**src/sv/bpc_pkg.sv**
```systemverilog
`timescale 1ns / 1ps
// ----------------------------------------------------------------------------
// bpc_pkg: shared types and constants for the button press classifier
// Beat payloads, config register indexes, button and action codes, phases.
// ----------------------------------------------------------------------------
package bpc_pkg;

  // One sample beat: button levels for one tick, 1 = pressed
  typedef struct packed {
    logic team1_pressed;
    logic team2_pressed;
    logic undo_pressed;
  } bpc_in_t;

  // One result beat
  typedef struct packed {
    logic [2:0] action_code;
    logic [7:0] sequence_res;
    logic       entering_sleep;
  } bpc_out_t;

  // Configuration register file contents
  typedef struct packed {
    logic [15:0] lockout_ticks;
    logic [15:0] long_press_ticks;
    logic [15:0] idle_ticks;
  } bpc_cfg_t;

  // Status from the classifier to the top level
  typedef struct packed {
    logic asleep;
  } bpc_status_t;

  localparam int unsigned CfgIdxW  = 2;
  localparam int unsigned CfgDataW = 16;

  localparam logic [CfgIdxW-1:0] REG_LOCKOUT_TICKS    = 2'd0;
  localparam logic [CfgIdxW-1:0] REG_LONG_PRESS_TICKS = 2'd1;
  localparam logic [CfgIdxW-1:0] REG_IDLE_TICKS       = 2'd2;

  localparam logic [15:0] LOCKOUT_TICKS_RST    = 16'd50;
  localparam logic [15:0] LONG_PRESS_TICKS_RST = 16'd3000;
  localparam logic [15:0] IDLE_TICKS_RST       = 16'd3000;

  // Button being timed
  localparam logic [1:0] BTN_NONE  = 2'd0;
  localparam logic [1:0] BTN_TEAM1 = 2'd1;
  localparam logic [1:0] BTN_TEAM2 = 2'd2;
  localparam logic [1:0] BTN_UNDO  = 2'd3;

  // Action codes
  localparam logic [2:0] ACT_SLEEP       = 3'd0;
  localparam logic [2:0] ACT_SHORT_TEAM1 = 3'd1;
  localparam logic [2:0] ACT_SHORT_TEAM2 = 3'd2;
  localparam logic [2:0] ACT_SHORT_UNDO  = 3'd3;
  localparam logic [2:0] ACT_LONG_UNDO   = 3'd4;
  localparam logic [2:0] ACT_LONG_TEAM1  = 3'd5;
  localparam logic [2:0] ACT_LONG_TEAM2  = 3'd6;

  localparam logic [7:0] SEQ_FIRST = 8'd1;
  localparam logic [7:0] SEQ_LAST  = 8'd255;

  typedef enum logic [3:0] {
    PH_IDLE  = 4'b0001,
    PH_HOLD  = 4'b0010,
    PH_WAIT  = 4'b0100,
    PH_SLEEP = 4'b1000
  } bpc_phase_e;

endpackage

```
**src/sv/button_press_classifier_core.sv**
```systemverilog
`timescale 1ns / 1ps
// A sample beat accepted into the input register is classified combinationally, which loads
// its result (if any) into the result register, from which that beat can be taken.
// Throughput: one sample beat per cycle unless stalled, the tick update being combinational;
// input is taken while a result waits and stalls only once both registers are full.
// Reset: rst_ni async, active low; config returns to 50/3000/3000 ticks,
// classifier to idle with lockout elapsed and sequence number 1.
// ----------------------------------------------------------------------------
// button_press_classifier_core: short/long press classifier for three buttons
// Input register -> one-tick classifier update -> result register.
// ----------------------------------------------------------------------------
module button_press_classifier_core
  import bpc_pkg::*;
(
  input  logic                clk_i,
  input  logic                rst_ni,
  // configuration write port
  input  logic                cfg_we_i,
  input  logic [CfgIdxW-1:0]  cfg_idx_i,
  input  logic [CfgDataW-1:0] cfg_wdata_i,
  // sample beats, one per tick
  input  logic                in_valid_i,
  output logic                in_ready_o,
  input  bpc_in_t             in_data_i,
  // result beats
  output logic                out_valid_o,
  input  logic                out_ready_i,
  output bpc_out_t            out_data_o
);

  bpc_cfg_t    cfg;
  bpc_status_t status;
  logic        res_valid;
  bpc_out_t    res;

  // input register
  logic     s1_valid_q, s1_valid_d;
  bpc_in_t  s1_data_q;
  // result register
  logic     out_valid_q, out_valid_d;
  bpc_out_t out_data_q;

  logic out_free;  // result register is empty or being drained this cycle
  logic s1_fire;   // sample in the input register is processed this cycle
  logic in_fire;

  assign out_free   = !out_valid_q || out_ready_i;
  assign s1_fire    = s1_valid_q && out_free;
  assign in_ready_o = !s1_valid_q || out_free;
  assign in_fire    = in_valid_i && in_ready_o;

  bpc_cfg_regs u_cfg (
    .clk_i       (clk_i),
    .rst_ni      (rst_ni),
    .cfg_we_i    (cfg_we_i),
    .cfg_idx_i   (cfg_idx_i),
    .cfg_wdata_i (cfg_wdata_i),
    .cfg_o       (cfg)
  );

  // The whole tick update is combinational off the input register; state
  // only advances when the result register can take whatever the tick gives.
  bpc_fsm u_fsm (
    .clk_i       (clk_i),
    .rst_ni      (rst_ni),
    .step_i      (s1_fire),
    .sample_i    (s1_data_q),
    .cfg_i       (cfg),
    .res_valid_o (res_valid),
    .res_o       (res),
    .status_o    (status)
  );

  always_comb begin
    s1_valid_d = s1_valid_q;
    if (in_fire)      s1_valid_d = 1'b1;
    else if (s1_fire) s1_valid_d = 1'b0;
  end

  // A tick with no result empties the result register (old beat was drained
  // or absent, since s1_fire implies out_free).
  always_comb begin
    out_valid_d = out_valid_q;
    if (s1_fire)          out_valid_d = res_valid;
    else if (out_ready_i) out_valid_d = 1'b0;
  end

  always_ff @(posedge clk_i or negedge rst_ni) begin
    if (!rst_ni) begin
      s1_valid_q  <= 1'b0;
      out_valid_q <= 1'b0;
    end else begin
      s1_valid_q  <= s1_valid_d;
      out_valid_q <= out_valid_d;
    end
  end

  // payload registers, no reset
  always_ff @(posedge clk_i) begin
    if (in_fire) begin
      s1_data_q <= in_data_i;
    end
    if (s1_fire && res_valid) begin
      out_data_q <= res;
    end
  end

  assign out_valid_o = out_valid_q;
  assign out_data_o  = out_data_q;

`ifndef NO_ASSERTIONS
  // sleep beat carries no code and no sequence number
  a_sleep_fields: assert property (@(posedge clk_i) disable iff (!rst_ni)
    out_valid_o && out_data_o.entering_sleep |->
      out_data_o.action_code == ACT_SLEEP && out_data_o.sequence_res == 8'd0)
    else $error("sleep beat with nonzero code or sequence");

  // an action beat always has a nonzero sequence number and a real code
  a_action_fields: assert property (@(posedge clk_i) disable iff (!rst_ni)
    out_valid_o && !out_data_o.entering_sleep |->
      out_data_o.sequence_res != 8'd0 && out_data_o.action_code != ACT_SLEEP)
    else $error("action beat with zero sequence or zero code");

  // sleep is sticky until reset
  a_sleep_sticky: assert property (@(posedge clk_i) disable iff (!rst_ni)
    status.asleep |=> status.asleep)
    else $error("left sleep without reset");

  // nothing is produced once asleep
  a_sleep_silent: assert property (@(posedge clk_i) disable iff (!rst_ni)
    status.asleep && s1_fire |-> !res_valid)
    else $error("result produced while asleep");

  // entering sleep only from a sleep event beat
  a_sleep_entry: assert property (@(posedge clk_i) disable iff (!rst_ni)
    $rose(status.asleep) |-> $past(s1_fire && res_valid && res.entering_sleep))
    else $error("sleep entered without sleep event");
`endif

endmodule

```
**src/sv/bpc_cfg_regs.sv**
```systemverilog
`timescale 1ns / 1ps
// ----------------------------------------------------------------------------
// bpc_cfg_regs: configuration register file
// Three 16-bit timing registers, written through a plain write port.
// ----------------------------------------------------------------------------
module bpc_cfg_regs
  import bpc_pkg::*;
(
  input  logic                clk_i,
  input  logic                rst_ni,
  input  logic                cfg_we_i,
  input  logic [CfgIdxW-1:0]  cfg_idx_i,
  input  logic [CfgDataW-1:0] cfg_wdata_i,
  output bpc_cfg_t            cfg_o
);

  bpc_cfg_t cfg_q, cfg_d;

  always_comb begin
    cfg_d = cfg_q;
    if (cfg_we_i) begin
      unique case (cfg_idx_i)
        REG_LOCKOUT_TICKS:    cfg_d.lockout_ticks    = cfg_wdata_i;
        REG_LONG_PRESS_TICKS: cfg_d.long_press_ticks = cfg_wdata_i;
        REG_IDLE_TICKS:       cfg_d.idle_ticks       = cfg_wdata_i;
        default:              cfg_d = cfg_q;  // unmapped index: dropped
      endcase
    end
  end

  always_ff @(posedge clk_i or negedge rst_ni) begin
    if (!rst_ni) begin
      cfg_q.lockout_ticks    <= LOCKOUT_TICKS_RST;
      cfg_q.long_press_ticks <= LONG_PRESS_TICKS_RST;
      cfg_q.idle_ticks       <= IDLE_TICKS_RST;
    end else begin
      cfg_q <= cfg_d;
    end
  end

  assign cfg_o = cfg_q;

endmodule

```
**src/sv/bpc_fsm.sv**
```systemverilog
`timescale 1ns / 1ps
// ----------------------------------------------------------------------------
// bpc_fsm: press classifier state and one-tick update
// Phase machine, hold/lockout/idle timers and sequence counter.
// ----------------------------------------------------------------------------
module bpc_fsm
  import bpc_pkg::*;
(
  input  logic        clk_i,
  input  logic        rst_ni,
  input  logic        step_i,      // one tick sample is processed
  input  bpc_in_t     sample_i,
  input  bpc_cfg_t    cfg_i,
  output logic        res_valid_o,
  output bpc_out_t    res_o,
  output bpc_status_t status_o
);

  bpc_phase_e phase_q, phase_d;
  logic [1:0]  held_q, held_d;
  logic [15:0] hold_tmr_q, hold_tmr_d;
  logic [15:0] lock_tmr_q, lock_tmr_d;
  logic [15:0] idle_tmr_q, idle_tmr_d;
  logic [7:0]  seq_q, seq_d;

  logic        held_lvl;
  logic [1:0]  sel_btn;
  logic [15:0] hold_inc;

  function automatic logic [15:0] sat_inc(input logic [15:0] v);
    return (v == 16'hFFFF) ? v : v + 16'd1;
  endfunction

  function automatic logic [7:0] seq_next(input logic [7:0] v);
    return (v == SEQ_LAST) ? SEQ_FIRST : v + 8'd1;
  endfunction

  // level of the button currently being timed
  always_comb begin
    case (held_q)
      BTN_TEAM1: held_lvl = sample_i.team1_pressed;
      BTN_TEAM2: held_lvl = sample_i.team2_pressed;
      default:   held_lvl = sample_i.undo_pressed;
    endcase
  end

  // fixed priority: team1, team2, undo
  always_comb begin
    if (sample_i.team1_pressed)      sel_btn = BTN_TEAM1;
    else if (sample_i.team2_pressed) sel_btn = BTN_TEAM2;
    else if (sample_i.undo_pressed)  sel_btn = BTN_UNDO;
    else                             sel_btn = BTN_NONE;
  end

  assign hold_inc = sat_inc(hold_tmr_q);

  always_comb begin
    phase_d     = phase_q;
    held_d      = held_q;
    hold_tmr_d  = hold_tmr_q;
    lock_tmr_d  = lock_tmr_q;
    idle_tmr_d  = idle_tmr_q;
    seq_d       = seq_q;
    res_valid_o = 1'b0;
    res_o       = '0;

    if (step_i) begin
      unique case (phase_q)
        PH_IDLE: begin
          if (idle_tmr_q >= cfg_i.idle_ticks) begin
            phase_d              = PH_SLEEP;
            res_valid_o          = 1'b1;
            res_o.action_code    = ACT_SLEEP;
            res_o.sequence_res   = '0;
            res_o.entering_sleep = 1'b1;
          end else if (sel_btn != BTN_NONE && lock_tmr_q >= cfg_i.lockout_ticks) begin
            phase_d    = PH_HOLD;
            held_d     = sel_btn;
            hold_tmr_d = '0;
          end else begin
            idle_tmr_d = sat_inc(idle_tmr_q);
            lock_tmr_d = sat_inc(lock_tmr_q);
          end
        end
        PH_HOLD: begin
          if (!held_lvl) begin
            // short press: back to idle, timers restart
            res_valid_o        = 1'b1;
            res_o.sequence_res = seq_q;
            case (held_q)
              BTN_TEAM1: res_o.action_code = ACT_SHORT_TEAM1;
              BTN_TEAM2: res_o.action_code = ACT_SHORT_TEAM2;
              default:   res_o.action_code = ACT_SHORT_UNDO;
            endcase
            seq_d      = seq_next(seq_q);
            phase_d    = PH_IDLE;
            held_d     = BTN_NONE;
            hold_tmr_d = '0;
            lock_tmr_d = '0;
            idle_tmr_d = '0;
          end else begin
            hold_tmr_d = hold_inc;
            if (hold_inc >= cfg_i.long_press_ticks) begin
              res_valid_o        = 1'b1;
              res_o.sequence_res = seq_q;
              case (held_q)
                BTN_TEAM1: res_o.action_code = ACT_LONG_TEAM1;
                BTN_TEAM2: res_o.action_code = ACT_LONG_TEAM2;
                default:   res_o.action_code = ACT_LONG_UNDO;
              endcase
              seq_d   = seq_next(seq_q);
              phase_d = PH_WAIT;
            end
          end
        end
        PH_WAIT: begin
          if (!held_lvl) begin
            phase_d    = PH_IDLE;
            held_d     = BTN_NONE;
            hold_tmr_d = '0;
            lock_tmr_d = '0;
            idle_tmr_d = '0;
          end
        end
        PH_SLEEP: begin
          phase_d = PH_SLEEP;  // stays until reset
        end
        default: begin
          phase_d = PH_IDLE;
        end
      endcase
    end
  end

  always_ff @(posedge clk_i or negedge rst_ni) begin
    if (!rst_ni) begin
      phase_q    <= PH_IDLE;
      held_q     <= BTN_NONE;
      hold_tmr_q <= '0;
      lock_tmr_q <= 16'hFFFF;
      idle_tmr_q <= '0;
      seq_q      <= SEQ_FIRST;
    end else begin
      phase_q    <= phase_d;
      held_q     <= held_d;
      hold_tmr_q <= hold_tmr_d;
      lock_tmr_q <= lock_tmr_d;
      idle_tmr_q <= idle_tmr_d;
      seq_q      <= seq_d;
    end
  end

  assign status_o.asleep = (phase_q == PH_SLEEP);

endmodule
```
**config.mk**
```make
export PLATFORM = sky130hd
export DESIGN_NAME = button_press_classifier_core
export DESIGN_NICKNAME = d
export VERILOG_FILES = /design/src/sv/bpc_pkg.sv /design/src/sv/button_press_classifier_core.sv /design/src/sv/bpc_cfg_regs.sv /design/src/sv/bpc_fsm.sv
export SDC_FILE = /design/constraint.sdc
export NUM_CORES = 1
export LEC_CHECK = 0
export ABC_AREA = 1
export BUFFER_PORTS_ARGS = -buffer_cell sky130_fd_sc_hd__buf_2
export CAP_MARGIN = 20
export CORE_AREA = 2 2 168 170
export CTS_BUF_LIST = sky130_fd_sc_hd__clkbuf_8
export DETAILED_ROUTE_END_ITERATION = 12
export DIE_AREA = 0 0 170 172
export SYNTH_ARGS = -nofsm -noshare
export SYNTH_HDL_FRONTEND = slang
export SYNTH_HIERARCHICAL = 1
export SYNTH_SLANG_ARGS = --single-unit
```
**constraint.sdc**
```tcl
create_clock -name clk_i -period 5 [get_ports clk_i]
set_input_delay 1 -clock clk_i [delete_from_list [all_inputs] [get_ports clk_i]]
set_output_delay 1 -clock clk_i [all_outputs]
set_load 0.005 [all_outputs]
```
==> flow_summary.json <==
{
  "num_rows": 61,
  "fin_ws_ns": 1.184,
  "die_area_sq_um": 29240,
  "drtIter0Drc": 441,
  "viasPerCell": 4.669,
  "required_ns": 5.09,
  "dieHeight_um": 172,
  "firstDrtPassIters": 5,
  "clockRootBuffer": "clkbuf_8",
  "post_cts_buffers": 0,
  "yosysSeqAreaShare_pct": 40.44,
  "cts_tree": "built",
  "peakVddDrop_mv": 0.2622,
  "p_leak_uw": 0.004555,
  "cp.arrival_ns": 3.91,
  "syn_inst": 1083,
  "cts_resized": 0,
  "vias": 6878,
  "maxCapViolCount": 0,
  "final_common_cell": "nand2_1",
  "clock_path_buffers": 2,
  "r2r_slack_ns": 1.18,
  "post_drt_wl_per_cell_um": 13.09,
  "area_growth_pct": 11.05,
  "endpoint_kind": "flop",
  "synth-seq-cells": 127,
  "finalSetupViolCount": 0,
  "core_region_area_sq_um": 27480,
  "p_per_area_nw_per_um2": 372.3,
  "fin_skew_ns": 0.01140,
  "grt_busiest_layer": "met2",
  "chipWidth_um": 170,
  "final_cell_mix": "nand2_1 (339), inv_1 (143), nor2_1 (87), nand3_1 (81), dfrtp_1 (77)",
  "io_pins": 40,
  "grt_overflow_total": 0,
  "avgSynthCellArea_sq_um": 7.528,
  "fin_crit_sh_pct": 76.33,
  "clock_latency_ns": 0.45,
  "grt_use_total_pct": 13.72,
  "drc": 0,
  "grt_use_met3_pct": 2.541,
  "slew_violations": 0,
  "nets": 1195,
  "grt_max_degree": 52,
  "drive_gt1_share_pct": 13.59,
  "syn-cell-area_sq_um": 8153,
  "dp_worst_setup_slack_ns": 1.167,
  "detail-route-antenna-nets": 0,
  "finalSetupTns_ns": 0,
  "worstPathMaxFanout": 12,
  "fmax_ghz": 0.2620,
  "synth_warnings": 6,
  "relSlewSlack_pct": 35.62,
  "critPathKind": "reg -> reg",
  "cts_max_level": 4,
  "hp-class": "reg -> reg",
  "status": "completed",
  "syn_nets": 1165,
  "dp_hpwl_mm": 13.89,
  "antenna_found_initial": 1,
  "async_flop_share_pct": 88.19,
  "io_buffer_count": 39,
  "path_clk_slew_ns": 0.08,
  "rsz0062_at_grt": "no",
  "clock_sinks": 127,
  "initial_utilization_pct": 29.67,
  "use_met1_pct": 18.11,
  "place_congestion": 0.8220,
  "gr-usage-met2_pct": 22.77,
  "routed_wl_mm": 19.28,
  "synth_edf_count": 15,
  "tightestPinTransition_ns": 0.9658,
  "cts_buffers": 17,
  "start_kind": "flop",
  "grt_pass1_wl_mm": 31.83,
  "holdBufCountCts": 0,
  "synth_ff_type": "dfrtp_1",
  "grt_pass1_vias": 6392,
  "finalHoldViolCount": 0,
  "period_needed_ns": 3.816,
  "synth_cell_types": 40
}
-- layout make-up --
type,instances,area [sq um]
Antenna cell,1,2.502
Clock buffer,19,261.5
Clock inverter,13,187.7
Fill cell,2918,18420
Inverter,148,565.5
Multi-Input combinational cell,775,4064
Sequential cell,127,3297
Tap cell,346,432.9
Timing Repair Buffer,44,242.7
-- sequential cells by signal, indices dropped and copies added (netlist names) --
register	count
u_fsm/seq_q	8
u_fsm/lock_tmr_q	16
u_cfg/cfg_o	48
u_fsm/phase_q	4
out_data_o	12
u_fsm/hold_tmr_q	16
s1_valid_q	1
u_fsm/held_q	2
u_fsm/idle_tmr_q	16
s1_data_q	3
out_valid_o	1
-- cell families after synthesis --
family,after synthesis,share of synthesized area (%)
compound gates,91,5.955
xor+xnor,22,2.363
fa+ha+maj,56,8.594
buf+inv,181,9.715
flops,127,40.44
simple gates,606,32.93
-- layer usage --
metal | vias to the layer above | wire [um]
li1 | 3536 | -
met1 | 3197 | 9299
met2 | 130 | 8983
met3 | 15 | 722
met4 | 0 | 271
met5 | - | 0
-- final timing paths --
check                                    start              endpoint  cells after the start
max reg2reg                u_fsm/hold_tmr_q[0]         out_data_o[8]                     22
min reg2reg                     u_cfg/cfg_o[8]        u_cfg/cfg_o[8]                      2
max in group asynchronous               rst_ni  u_fsm/hold_tmr_q[15]                      2
max                        u_fsm/hold_tmr_q[0]         out_data_o[8]                     22
min in group asynchronous               rst_ni   u_fsm/idle_tmr_q[2]                      1
min                             u_cfg/cfg_o[8]        u_cfg/cfg_o[8]                      2
-- critical path: stages, from the launching register on --
cell     delay [ns]
dfrtp_1        0.41
ha_1           0.24
nand2_1        0.07
nor2_1         0.14
nand2_1        0.14
nor2_2         0.23
inv_1          0.21
o21ai_0        0.20
inv_1          0.08
ha_1           0.27
inv_1          0.03
nor2_1         0.08
o21ai_0        0.09
nand2_1        0.06
nand2_1        0.04
nand2_1        0.05
nand2_1        0.07
nand2_1        0.13
o21ai_0        0.10
buf_4          0.21
o21ai_0        0.08
inv_1          0.08
nor2_2         0.45
-- per-stage QoR --
stage	util (%)	std cells	area (sq um)	hold slack [ns]	total power, uW
2_1_floorplan	-	1083	8153	0.4419	2132
3_3_place_gp	31.25	1439	8587	0.4519	2331
3_5_place_dp	31.31	1440	8602	0.4544	2371
4_1_cts	32.94	1472	9051	0.4661	3401
5_1_grt	32.94	1472	9051	0.4814	3628
6_report	32.95	1473	9054	0.4636	3371
-- where the power goes --
group / total, uW / internal [uW] / switching [uW]
Sequential: 1360 / 1230 / 130
Combinational: 995 / 316 / 679
Clock: 1010 / 572 / 441
Total: 3370 / 2120 / 1250
-- cells in the mapped netlist (12+ instances only) --
cell | n | area, sq um
nand2_1 | 339 | 1272
inv_1 | 142 | 533.0
nor2_1 | 87 | 326.6
nand3_1 | 81 | 405.4
dfrtp_1 | 77 | 1927
ha_1 | 56 | 700.7
nand4_1 | 42 | 262.8
dfstp_2 | 35 | 919.6
a21oi_1 | 32 | 160.2
o21ai_0 | 31 | 155.2
o21ai_1 | 19 | 95.09
buf_2 | 18 | 90.09
nor3_1 | 18 | 90.09
edfxtp_1 | 15 | 450.4
xor2_1 | 15 | 131.4
nand2_2 | 12 | 75.07
Power figures use the tool's default switching activity.
